## config.mk

```make
export PLATFORM = sky130hd
export DESIGN_NAME = life_grid_engine
export DESIGN_NICKNAME = d
export VERILOG_FILES = /design/src/hw/rtl/lge_pkg.sv /design/src/hw/rtl/lge_ctrl.sv /design/src/hw/rtl/lge_datapath.sv /design/src/hw/rtl/life_grid_engine.sv
export SDC_FILE = /design/constraint.sdc
export NUM_CORES = 2
export LEC_CHECK = 0
export BUFFER_PORTS_ARGS = -buffer_cell sky130_fd_sc_hd__buf_4
export CORE_MARGIN = 4
export CORE_UTILIZATION = 59
export CTS_BUF_LIST = sky130_fd_sc_hd__clkbuf_8
export CTS_CLUSTER_DIAMETER = 40
export DETAILED_ROUTE_END_ITERATION = 8
export PLACE_DENSITY = 0.78
export SYNTH_ARGS = -nofsm -noshare
export SYNTH_HDL_FRONTEND = slang
export SYNTH_HIERARCHICAL = 1
export SYNTH_SLANG_ARGS = --single-unit
```

## constraint.sdc

```tcl
create_clock -name clock -period 6.1 [get_ports clock]
set_input_delay 0.61 -clock clock [delete_from_list [all_inputs] [get_ports clock]]
set_output_delay 0.61 -clock clock [all_outputs]
set_load 0.01 [all_outputs]
```

## src/hw/rtl/lge_pkg.sv

```systemverilog
// Shared types, constants and helper functions of the life grid engine.
package lge_pkg;

   localparam int GRID_COLS = 32;
   localparam int GRID_ROWS = 32;

   localparam int CFG_W     = 6;
   localparam int COL_AW    = $clog2(GRID_COLS);
   localparam int ROW_AW    = $clog2(GRID_ROWS);
   localparam int STEP_W    = $clog2(GRID_ROWS + 2);
   localparam int CSR_IDX_W = 2;

   localparam logic [1:0] MODE_TOGGLE = 2'd0;
   localparam logic [1:0] MODE_CLEAR  = 2'd1;
   localparam logic [1:0] MODE_STEP   = 2'd2;
   localparam logic [1:0] MODE_READ   = 2'd3;

   localparam logic [CSR_IDX_W-1:0] CSR_ACTIVE_COLS = 2'd0;
   localparam logic [CSR_IDX_W-1:0] CSR_ACTIVE_ROWS = 2'd1;

   typedef struct packed {
      logic [1:0] mode;
      logic [4:0] cell_col;
      logic [4:0] cell_row;
   } req_type;

   typedef struct packed {
      logic [31:0] row_bits;
      logic        out_of_range;
   } rsp_type;

   typedef struct packed {
      logic              rd_en;
      logic [ROW_AW-1:0] rd_addr;
      logic              clear_all;
      logic              win_reset;
      logic              win_shift;
      logic              win_in_zero;
      logic              gen_wr;
      logic              tog_wr;
      logic [ROW_AW-1:0] wr_addr;
      logic [COL_AW-1:0] tog_col;
      logic              res_clear;
      logic              res_capture;
      logic              rsp_load;
      logic              rsp_oor;
   } lge_cmd_type;

   typedef struct packed {
      logic rsp_free;
   } lge_sts_type;

   // Bit c is set when column c lies inside the active width.
   function automatic logic [GRID_COLS-1:0] col_mask(input logic [CFG_W-1:0] ncols);
      logic [GRID_COLS-1:0] m;
      m = '0;
      for (int i = 0; i < GRID_COLS; i++) begin
         m[i] = (CFG_W'(i) < ncols);
      end
      return m;
   endfunction

endpackage

```

## src/hw/rtl/lge_ctrl.sv

```systemverilog
// Controller state machine that sequences toggle, clear, generation and row read transactions.
module lge_ctrl (
   input  logic                clock,
   input  logic                reset,
   input  logic                req_valid,
   output logic                req_ready,
   input  lge_pkg::req_type    req_data,
   input  logic [5:0]          eff_cols,
   input  logic [5:0]          eff_rows,
   input  lge_pkg::lge_sts_type sts,
   output lge_pkg::lge_cmd_type cmd
);
   import lge_pkg::*;

   localparam logic [1:0] ST_IDLE   = 2'd0;
   localparam logic [1:0] ST_ACCESS = 2'd1;
   localparam logic [1:0] ST_GEN    = 2'd2;
   localparam logic [1:0] ST_DONE   = 2'd3;

   logic [1:0]        state_ff, state_in;
   logic [1:0]        mode_ff, mode_in;
   logic [COL_AW-1:0] col_ff, col_in;
   logic [ROW_AW-1:0] row_ff, row_in;
   logic              oor_ff, oor_in;
   logic [STEP_W-1:0] step_ff, step_in;
   logic [STEP_W-1:0] wr_step;
   logic [STEP_W-1:0] end_step;
   logic              col_ok;
   logic              row_ok;

   assign req_ready = (state_ff == ST_IDLE);
   assign wr_step   = step_ff - STEP_W'(2);
   assign end_step  = STEP_W'(eff_rows) + STEP_W'(1);
   assign col_ok    = (CFG_W'(req_data.cell_col) < eff_cols);
   assign row_ok    = (CFG_W'(req_data.cell_row) < eff_rows);

   always_comb begin
      state_in = state_ff;
      mode_in  = mode_ff;
      col_in   = col_ff;
      row_in   = row_ff;
      oor_in   = oor_ff;
      step_in  = step_ff;
      cmd      = '0;
      case (state_ff)
         ST_IDLE: begin
            if (req_valid) begin
               mode_in       = req_data.mode;
               col_in        = req_data.cell_col;
               row_in        = req_data.cell_row;
               oor_in        = 1'b0;
               cmd.res_clear = 1'b1;
               case (req_data.mode)
                  MODE_TOGGLE: begin
                     if (col_ok && row_ok) begin
                        cmd.rd_en   = 1'b1;
                        cmd.rd_addr = req_data.cell_row;
                        state_in    = ST_ACCESS;
                     end else begin
                        oor_in   = 1'b1;
                        state_in = ST_DONE;
                     end
                  end
                  MODE_CLEAR: begin
                     cmd.clear_all = 1'b1;
                     state_in      = ST_DONE;
                  end
                  MODE_STEP: begin
                     cmd.win_reset = 1'b1;
                     step_in       = '0;
                     state_in      = (eff_rows == '0) ? ST_DONE : ST_GEN;
                  end
                  default: begin
                     if (row_ok) begin
                        cmd.rd_en   = 1'b1;
                        cmd.rd_addr = req_data.cell_row;
                        state_in    = ST_ACCESS;
                     end else begin
                        oor_in   = 1'b1;
                        state_in = ST_DONE;
                     end
                  end
               endcase
            end
         end
         ST_ACCESS: begin
            if (mode_ff == MODE_TOGGLE) begin
               cmd.tog_wr  = 1'b1;
               cmd.wr_addr = row_ff;
               cmd.tog_col = col_ff;
            end else begin
               cmd.res_capture = 1'b1;
            end
            state_in = ST_DONE;
         end
         ST_GEN: begin
            cmd.rd_en   = (step_ff < STEP_W'(eff_rows));
            cmd.rd_addr = step_ff[ROW_AW-1:0];
            if (step_ff != '0) begin
               cmd.win_shift   = 1'b1;
               cmd.win_in_zero = (step_ff > STEP_W'(eff_rows));
            end
            if (step_ff >= STEP_W'(2)) begin
               cmd.gen_wr  = 1'b1;
               cmd.wr_addr = wr_step[ROW_AW-1:0];
            end
            if (step_ff == end_step) begin
               state_in = ST_DONE;
            end else begin
               step_in = step_ff + STEP_W'(1);
            end
         end
         default: begin
            cmd.rsp_oor = oor_ff;
            if (sts.rsp_free) begin
               cmd.rsp_load = 1'b1;
               state_in     = ST_IDLE;
            end
         end
      endcase
   end

   always_ff @(posedge clock) begin
      if (reset) begin
         state_ff <= ST_IDLE;
         step_ff  <= '0;
         oor_ff   <= 1'b0;
      end else begin
         state_ff <= state_in;
         step_ff  <= step_in;
         oor_ff   <= oor_in;
      end
   end

   always_ff @(posedge clock) begin
      mode_ff <= mode_in;
      col_ff  <= col_in;
      row_ff  <= row_in;
   end

endmodule

```

## src/hw/rtl/lge_datapath.sv

```systemverilog
// Datapath with the grid memory, the three-row window, the life rule and the result register.
module lge_datapath (
   input  logic                 clock,
   input  logic                 reset,
   input  lge_pkg::lge_cmd_type cmd,
   input  logic [5:0]           eff_cols,
   output lge_pkg::lge_sts_type sts,
   output logic                 rsp_valid,
   input  logic                 rsp_ready,
   output lge_pkg::rsp_type     rsp_data
);
   import lge_pkg::*;

   logic [GRID_COLS-1:0] grid_mem_ff [GRID_ROWS];
   logic [GRID_ROWS-1:0] row_valid_ff, row_valid_in;
   logic [GRID_COLS-1:0] rd_data_ff;
   logic                 rd_valid_ff;
   logic [GRID_COLS-1:0] win_prev_ff, win_prev_in;
   logic [GRID_COLS-1:0] win_cur_ff, win_cur_in;
   logic [GRID_COLS-1:0] res_bits_ff, res_bits_in;
   logic                 rsp_valid_ff, rsp_valid_in;
   rsp_type              rsp_data_ff, rsp_data_in;

   logic [GRID_COLS-1:0] cmask;
   logic [GRID_COLS-1:0] rd_row;
   logic [GRID_COLS-1:0] incoming;
   logic [GRID_COLS-1:0] gen_row;
   logic [GRID_COLS-1:0] wr_data;
   logic                 wr_en;

   assign cmask    = col_mask(eff_cols);
   assign rd_row   = rd_valid_ff ? rd_data_ff : '0;
   assign incoming = cmd.win_in_zero ? '0 : rd_row;
   assign wr_en    = cmd.gen_wr | cmd.tog_wr;
   assign wr_data  = cmd.gen_wr ? gen_row : (rd_row ^ (GRID_COLS'(1) << cmd.tog_col));

   // Cells outside the active area count as dead and keep their old value.
   always_comb begin
      logic [GRID_COLS+1:0] pp;
      logic [GRID_COLS+1:0] cp;
      logic [GRID_COLS+1:0] np;
      logic [GRID_COLS-1:0] nxt;
      logic [3:0]           cnt;
      pp  = {1'b0, win_prev_ff & cmask, 1'b0};
      cp  = {1'b0, win_cur_ff & cmask, 1'b0};
      np  = {1'b0, incoming & cmask, 1'b0};
      nxt = '0;
      for (int i = 0; i < GRID_COLS; i++) begin
         cnt = 4'(pp[i]) + 4'(pp[i+1]) + 4'(pp[i+2]) + 4'(cp[i]) + 4'(cp[i+2])
             + 4'(np[i]) + 4'(np[i+1]) + 4'(np[i+2]);
         nxt[i] = (cnt == 4'd3) || (cp[i+1] && (cnt == 4'd2));
      end
      gen_row = (nxt & cmask) | (win_cur_ff & ~cmask);
   end

   always_comb begin
      row_valid_in = row_valid_ff;
      if (cmd.clear_all) begin
         row_valid_in = '0;
      end else if (wr_en) begin
         row_valid_in[cmd.wr_addr] = 1'b1;
      end
   end

   always_comb begin
      win_prev_in = win_prev_ff;
      win_cur_in  = win_cur_ff;
      if (cmd.win_reset) begin
         win_prev_in = '0;
         win_cur_in  = '0;
      end else if (cmd.win_shift) begin
         win_prev_in = win_cur_ff;
         win_cur_in  = incoming;
      end
   end

   always_comb begin
      res_bits_in = res_bits_ff;
      if (cmd.res_clear) begin
         res_bits_in = '0;
      end else if (cmd.res_capture) begin
         res_bits_in = rd_row & cmask;
      end
   end

   always_comb begin
      rsp_data_in  = rsp_data_ff;
      rsp_valid_in = rsp_valid_ff & ~rsp_ready;
      if (cmd.rsp_load) begin
         rsp_valid_in             = 1'b1;
         rsp_data_in.row_bits     = 32'(res_bits_ff);
         rsp_data_in.out_of_range = cmd.rsp_oor;
      end
   end

   always_ff @(posedge clock) begin
      if (wr_en) begin
         grid_mem_ff[cmd.wr_addr] <= wr_data;
      end
      if (cmd.rd_en) begin
         rd_data_ff  <= grid_mem_ff[cmd.rd_addr];
         rd_valid_ff <= row_valid_ff[cmd.rd_addr];
      end
   end

   always_ff @(posedge clock) begin
      if (reset) begin
         row_valid_ff <= '0;
         rsp_valid_ff <= 1'b0;
      end else begin
         row_valid_ff <= row_valid_in;
         rsp_valid_ff <= rsp_valid_in;
      end
   end

   always_ff @(posedge clock) begin
      win_prev_ff <= win_prev_in;
      win_cur_ff  <= win_cur_in;
      res_bits_ff <= res_bits_in;
      rsp_data_ff <= rsp_data_in;
   end

   assign sts.rsp_free = ~rsp_valid_ff | rsp_ready;
   assign rsp_valid    = rsp_valid_ff;
   assign rsp_data     = rsp_data_ff;

endmodule

```

## src/hw/rtl/life_grid_engine.sv

```systemverilog
// Top level of the life grid engine: size registers, controller and datapath.
//
// The engine holds a 32 by 32 grid of cells and takes one transaction at a time. With the
// result register free, an in-range toggle or row read first reads its row, then writes the
// toggled row or captures the row, and then presents its result. A clear, an out-of-range
// toggle or read, and a generation with no active rows go straight to presenting the result.
// A generation sweeps the active rows. Its time is set by the sweep, which reads one row per
// cycle through the single read port of the grid memory and writes each new row once that row
// has passed through the read register and into the middle row of the window. Sizes above 32
// count as 32. A result sits in an output register, so the next transaction is accepted while
// it waits. A transaction that finishes while that register is still full stalls until the
// register drains.
// The user must write the active size registers only while the engine is idle; the engine
// itself does not enforce this.
module life_grid_engine (
   input  logic                     clock,
   input  logic                     reset,
   input  logic                     req_valid,
   output logic                     req_ready,
   input  lge_pkg::req_type         req_data,
   output logic                     rsp_valid,
   input  logic                     rsp_ready,
   output lge_pkg::rsp_type         rsp_data,
   input  logic                     csr_wr_en,
   input  logic [1:0]               csr_index,
   input  logic [5:0]               csr_wr_data
);
   import lge_pkg::*;

   logic [CFG_W-1:0] active_cols_ff, active_cols_in;
   logic [CFG_W-1:0] active_rows_ff, active_rows_in;
   logic [CFG_W-1:0] eff_cols;
   logic [CFG_W-1:0] eff_rows;
   lge_cmd_type      cmd;
   lge_sts_type      sts;

   always_comb begin
      active_cols_in = active_cols_ff;
      active_rows_in = active_rows_ff;
      if (csr_wr_en) begin
         case (csr_index)
            CSR_ACTIVE_COLS: active_cols_in = csr_wr_data;
            CSR_ACTIVE_ROWS: active_rows_in = csr_wr_data;
            default: begin
            end
         endcase
      end
   end

   always_ff @(posedge clock) begin
      if (reset) begin
         active_cols_ff <= CFG_W'(GRID_COLS);
         active_rows_ff <= CFG_W'(GRID_ROWS);
      end else begin
         active_cols_ff <= active_cols_in;
         active_rows_ff <= active_rows_in;
      end
   end

   assign eff_cols = (active_cols_ff > CFG_W'(GRID_COLS)) ? CFG_W'(GRID_COLS) : active_cols_ff;
   assign eff_rows = (active_rows_ff > CFG_W'(GRID_ROWS)) ? CFG_W'(GRID_ROWS) : active_rows_ff;

   lge_ctrl u_ctrl (
      .clock     (clock),
      .reset     (reset),
      .req_valid (req_valid),
      .req_ready (req_ready),
      .req_data  (req_data),
      .eff_cols  (eff_cols),
      .eff_rows  (eff_rows),
      .sts       (sts),
      .cmd       (cmd)
   );

   lge_datapath u_datapath (
      .clock     (clock),
      .reset     (reset),
      .cmd       (cmd),
      .eff_cols  (eff_cols),
      .sts       (sts),
      .rsp_valid (rsp_valid),
      .rsp_ready (rsp_ready),
      .rsp_data  (rsp_data)
   );

endmodule

```

# Yosys cells after proc, flatten, opt, wreduce, memory -nomap -nowiden
# Memory sizes are Yosys's and may differ from the RTL's. A register that Yosys moved wholly into a read port is not among the register bits.
# Index checks and enable logic that the tools add are counted.
# Widths: inputs -> output; s select.
# word_totals
register_bits	196
mem_bits_rw	1024
memories	1
# op_classes
n_addsub	220
order_cmp	42
eq_ne	74
shifts	1
muxes	49
n_bitwise	15
n_reduce_logical	82
# memory_table
memory	words	width	read_ports	rd_clocked_by_memory_dff	wr	line_no	rtl
u_datapath.grid_mem_ff	32	32	1	1	1	lge_datapath.sv:14	logic [GRID_COLS-1:0] grid_mem_ff [GRID_ROWS];
# op_table
operator	count
$add 4x1->4	186
$eq 4x2->1 const B	64
$and 32x32->32	6
$lt 5x6->1 const A	16
$mux 32	3
$or 32x32->32	2
$add 1x1->2	31
$lt 4x6->1 const A	8
$mux 6	7
$pmux 6 s2	3
$logic_and 1x1->1	34
$logic_or 1x1->1	32
$not 32->32	1
$shl 1x5->32 const A	1
$xor 32x32->32	1
$lt 3x6->1 const A	4
$mux 1	17
$mux 2	8
$add 6x1->6 const B	2
$gt 6x6->1 const B	2
$lt 1x6->1 const A	2
$lt 2x6->1 const A	2
$lt 5x6->1	2
$lt 5x6->1 const B	2
32 further kinds	47

# Depth between registers and ports, before layout
# logic_depth
word_depth	17
depth_mapped	23
mapped_depth_nobuf	21

# Modules after synthesis
# Netlist, hierarchy kept.
# modules_own_cells
mod	n_inst	cells_each	area_per_inst_um2
lge_datapath	1	3451	53417.5
lge_ctrl	1	204	1880.6
life_grid_engine	1	59	579.3

# Worst setup path before layout
# OpenSTA, ideal clock, no wires.
# synth_path
path_kind	flip-flop to flip-flop
from	reg active_rows_ff[5]
to	mem u_datapath.grid_mem_ff[0][19], data pin
t_arrival_ps	5569
setup_slack_ps	40
path_stages_with_launch	20
synth_period_minus_slack_ps	6060
path_cell_list	dfxtp_1 nor2b_1 inv_1 ha_1 a21o_1 a21oi_1 o21ai_0 a21oi_1 nor2_1 nor2b_1 buf_2 clkbuf_1 nand2_1 nor2_1 fa_1 fa_1 ha_1 fa_1 o21ai_0 a311oi_1
# synth_lines
item	line_no	rtl
start, declared	life_grid_engine.sv:31	logic [CFG_W-1:0] active_rows_ff, active_rows_in;
start signal, assigned	life_grid_engine.sv:53	active_rows_ff <= CFG_W'(GRID_ROWS);
start signal, assigned	life_grid_engine.sv:56	active_rows_ff <= active_rows_in;
end, declared	lge_datapath.sv:14	

==> flow_summary.toml <==
[timing]
slew_headroom_pct = 11.5
min_period_over_period_pct = 95.2
clock_skew_ns = 0.0433
hold_viol_final = 0
finalSetupViolations = 0
layout_min_cycle_time_ns = 5.81
slew_violations = 0
worstMarginPinSlew_ns = 1.33
finalSetupTns_ns = 0
fmax_ghz = 0.172

[cells_and_area]
area_delta_synth_final_pct = 11.6
drive_gt1_share_pct = 13.9
fin_area_um2 = 62300
fillers = 6313
multi_input_area_um2 = 18700
seq_area_um2 = 36100
fin_nets = 4184
instances_no_fill = 5328

[synth]
synth.cell_area_um2 = 55900
yosysWarnings = 6
syn_nets = 3985
synthFlopType = "edfxtp_1"
synth_xor_area_share_pct = 0.558
synth_cell_types = 92
synth.ff_latch_count = 1252
syn_inst = 3714
synth-simple-area-share_pct = 7.22
synth.avg_cell_area_um2 = 15.0
yosysMostFrequentCell = "edfxtp_1"
synth_largest_area_cell = "edfxtp_1"
synth_area_leaders = "edfxtp_1, mux2i_1, dfxtp_1, fa_1, a22oi_1"
synthAdderAreaFrac_pct = 7.17
synth_top_family_by_area = "multiplexers"
synthArstFlopShare_pct = 0
synth.mux.area_fraction_pct = 10.4
yosysTopAreaCellShare_pct = 59.2
synth-edff-count = 1102
synth_compound_area_share_pct = 7.16
ys_seq_area_share_pct = 64.6
netlist_top_cells_count = "edfxtp_1, mux2i_1, a22oi_1"

[floorplan]
io_pins = 60
initial_utilization_pct = 59.7
die_area_um2 = 99700
core_area_um2 = 93600
die_h_um = 316
fp-row-count = 112
chipWidth_um = 316

[critical_path]
setup.worst_path.end_class = "flip-flop"
path_cells = "nor2b_2, inv_1, ha_1, a21o_1, a21oi_1, o21ai_0, a21oi_1, nor2_4, nor2b_4, buf_4, buf_4, and3_1, fa_1, fa_1, ha_1, fa_1, nand4b_1, a21oi_1, o311ai_0, buf_4, o21ai_2, buf_12"
cp.arrival_ns = 6.39
critPathRequiredTime_ns = 6.68
start_kind = "flip-flop"
slowest_stage = "fa_1"
setup.worst_path.class = "flip-flop to flip-flop"
path_max_fanout = 32
critical_path_buf_inv_count = 5
cpPeakStageDelay_ns = 0.51
crit_family = "adder cells"

[power_and_ir_drop]
p_leak_uw = 0.0215
peakVddDrop_mv = 0.219
power.density_nw_per_um2 = 346

[clock_tree]
cts-root-buf = "clkbuf_8"
cts_max_level = 4
numCtsBuffers = 191
path_clk_slew_ns = 0.06
clock_sinks = 1252
cts_tree = "built"
clk_path_buf_depth = 3
insertion_delay_ns = 0.86

[place]
place_hpwl_um = 79200
io_buffers = 59
dpl.cell_count = 4955
finalWeightedCongestion = 0.884
postPlaceCellArea_um2 = 58400

[drt]
drtAntennaViolNets = 0
drc = 0
vias = 33062
drtPass1Iterations = 5
routed_wirelength_um = 133000
wl_per_cell_um = 25.0
dr.first_iter.drc_count = 3515
via_per_inst = 6.21

[worst_hold_path]
hp-class = "input port to flip-flop"

[global_route]
grt_max_degree = 90
grt_pass1_vias = 32677
grt.total_usage_pct = 26.5
antenna_found_initial = 1
grt_pass1_wl_um = 198000
grt.overflow.total = 0

[run]
max-cap-violations = 0

[outcome]
outcome = "finished clean"
## placed cells by master (no fill, tap or decap), drive strengths merged, types with 96 or more instances in the layout
cell / n
a21oi: 132
a22oi: 265
buf: 201
clkbuf: 206
dfxtp: 150
edfxtp: 1102
fa: 124
ha: 122
inv: 178
mux2i: 575
nand2: 105
nand4: 96
nor2: 153
## through the flow
step                      total power [µW]  hold slack, ns  utilization (%)  setup slack, ns
after floorplan                      13500           0.408                -           0.0403
after global placement               14900           0.415             62.4           0.0966
final                                21600          0.0959             66.6            0.293
after global routing                 22600          0.0788             66.6         -0.00161
after detailed placement             15000           0.415             62.4          -0.0243
after CTS                            21600          0.0119             66.5          0.00717
## kinds of logic (layout without fill, tap and decap cells)
kind of cell,Yosys count,count (layout)
flip-flops,1252,1252
AND/OR/NAND/NOR,715,717
adder cells (fa/ha/maj),246,246
multiplexers,578,578
AO/OA/AOI/OAI,569,570
buffers and inverters,320,673
XOR/XNOR,34,34
other,0,4
## where the power goes
group | switching [µW] | internal, µW
Combinational | 2810 | 1530
Sequential | 236 | 10400
Clock | 3160 | 3420
Total | 6200 | 15400
## tightest hold or removal path, delay by kind of cell
kind	cells	cell delay [ns]
simple gates	1	0.07
buf+inv	1	0.08
mux	1	0.12
## final timing paths
check	from	endpoint	slack, ns	depth (start not counted)
worst max-delay path	active_rows_ff[5]	u_datapath/grid_mem_ff[21][23]	0.29	22
worst max register to register	active_rows_ff[5]	u_datapath/grid_mem_ff[21][23]	0.29	22
worst min register to register	u_datapath/res_bits_ff[27]	u_datapath/rsp_data[28]	0.43	0
worst min-delay path	csr_wr_data[1]	active_cols_ff[1]	0.1	3
## area by class of cell
cell class                 instances  share of cell area, %
inverter                         110                  0.662
antenna                            4                 0.0161
clock buffer                     206                   4.55
tap                             1254                   2.52
clock inverter                   144                   1.35
sequential                      1252                   57.9
multi-input combinational       2145                   30.0
timing repair buffer             213                   2.97
## state kept, by name, summed over array words and instances (netlist names)
| register | cells |
|---|---|
| u_datapath/rsp_valid | 1 |
| u_datapath/rsp_data | 33 |
| u_ctrl/oor_ff | 1 |
| u_datapath/win_cur_ff | 32 |
| u_ctrl/row_ff | 5 |
| u_ctrl/mode_ff | 2 |
| u_datapath/grid_mem_ff | 1024 |
| u_ctrl/state_ff | 2 |
| u_ctrl/step_ff | 6 |
| u_datapath/res_bits_ff | 32 |
| u_datapath/rd_valid_ff | 1 |
| u_datapath/rd_data_ff | 32 |
| u_datapath/row_valid_ff | 32 |
| u_datapath/win_prev_ff | 32 |
| u_ctrl/col_ff | 5 |
| active_cols_ff | 6 |
| active_rows_ff | 6 |
## metal layers
metal | GRT usage, % | wire [µm] | vias to the layer above
met1 | 36.1 | 53100 | 16463
met2 | 43.2 | 63500 | 1613
met3 | 4.96 | 12100 | 304
li1 | - | - | 14682
met4 | 9.61 | 4300 | 0
met5 | 0 | 0 | -
## repair_timing
| action | 4_1_cts | 5_1_grt |
|---|---|---|
| cloned | 0 | 3 |
| gates resized for setup | 1 | 7 |
| pin swaps | 0 | 1 |
| hold endpoints to repair | 12 | 0 |
| hold buffers | 12 | 0 |
| endpoints found under the setup margin | 32 | 817 |
| buffers inserted | 0 | 4 |
Power figures use the tool's default switching activity.
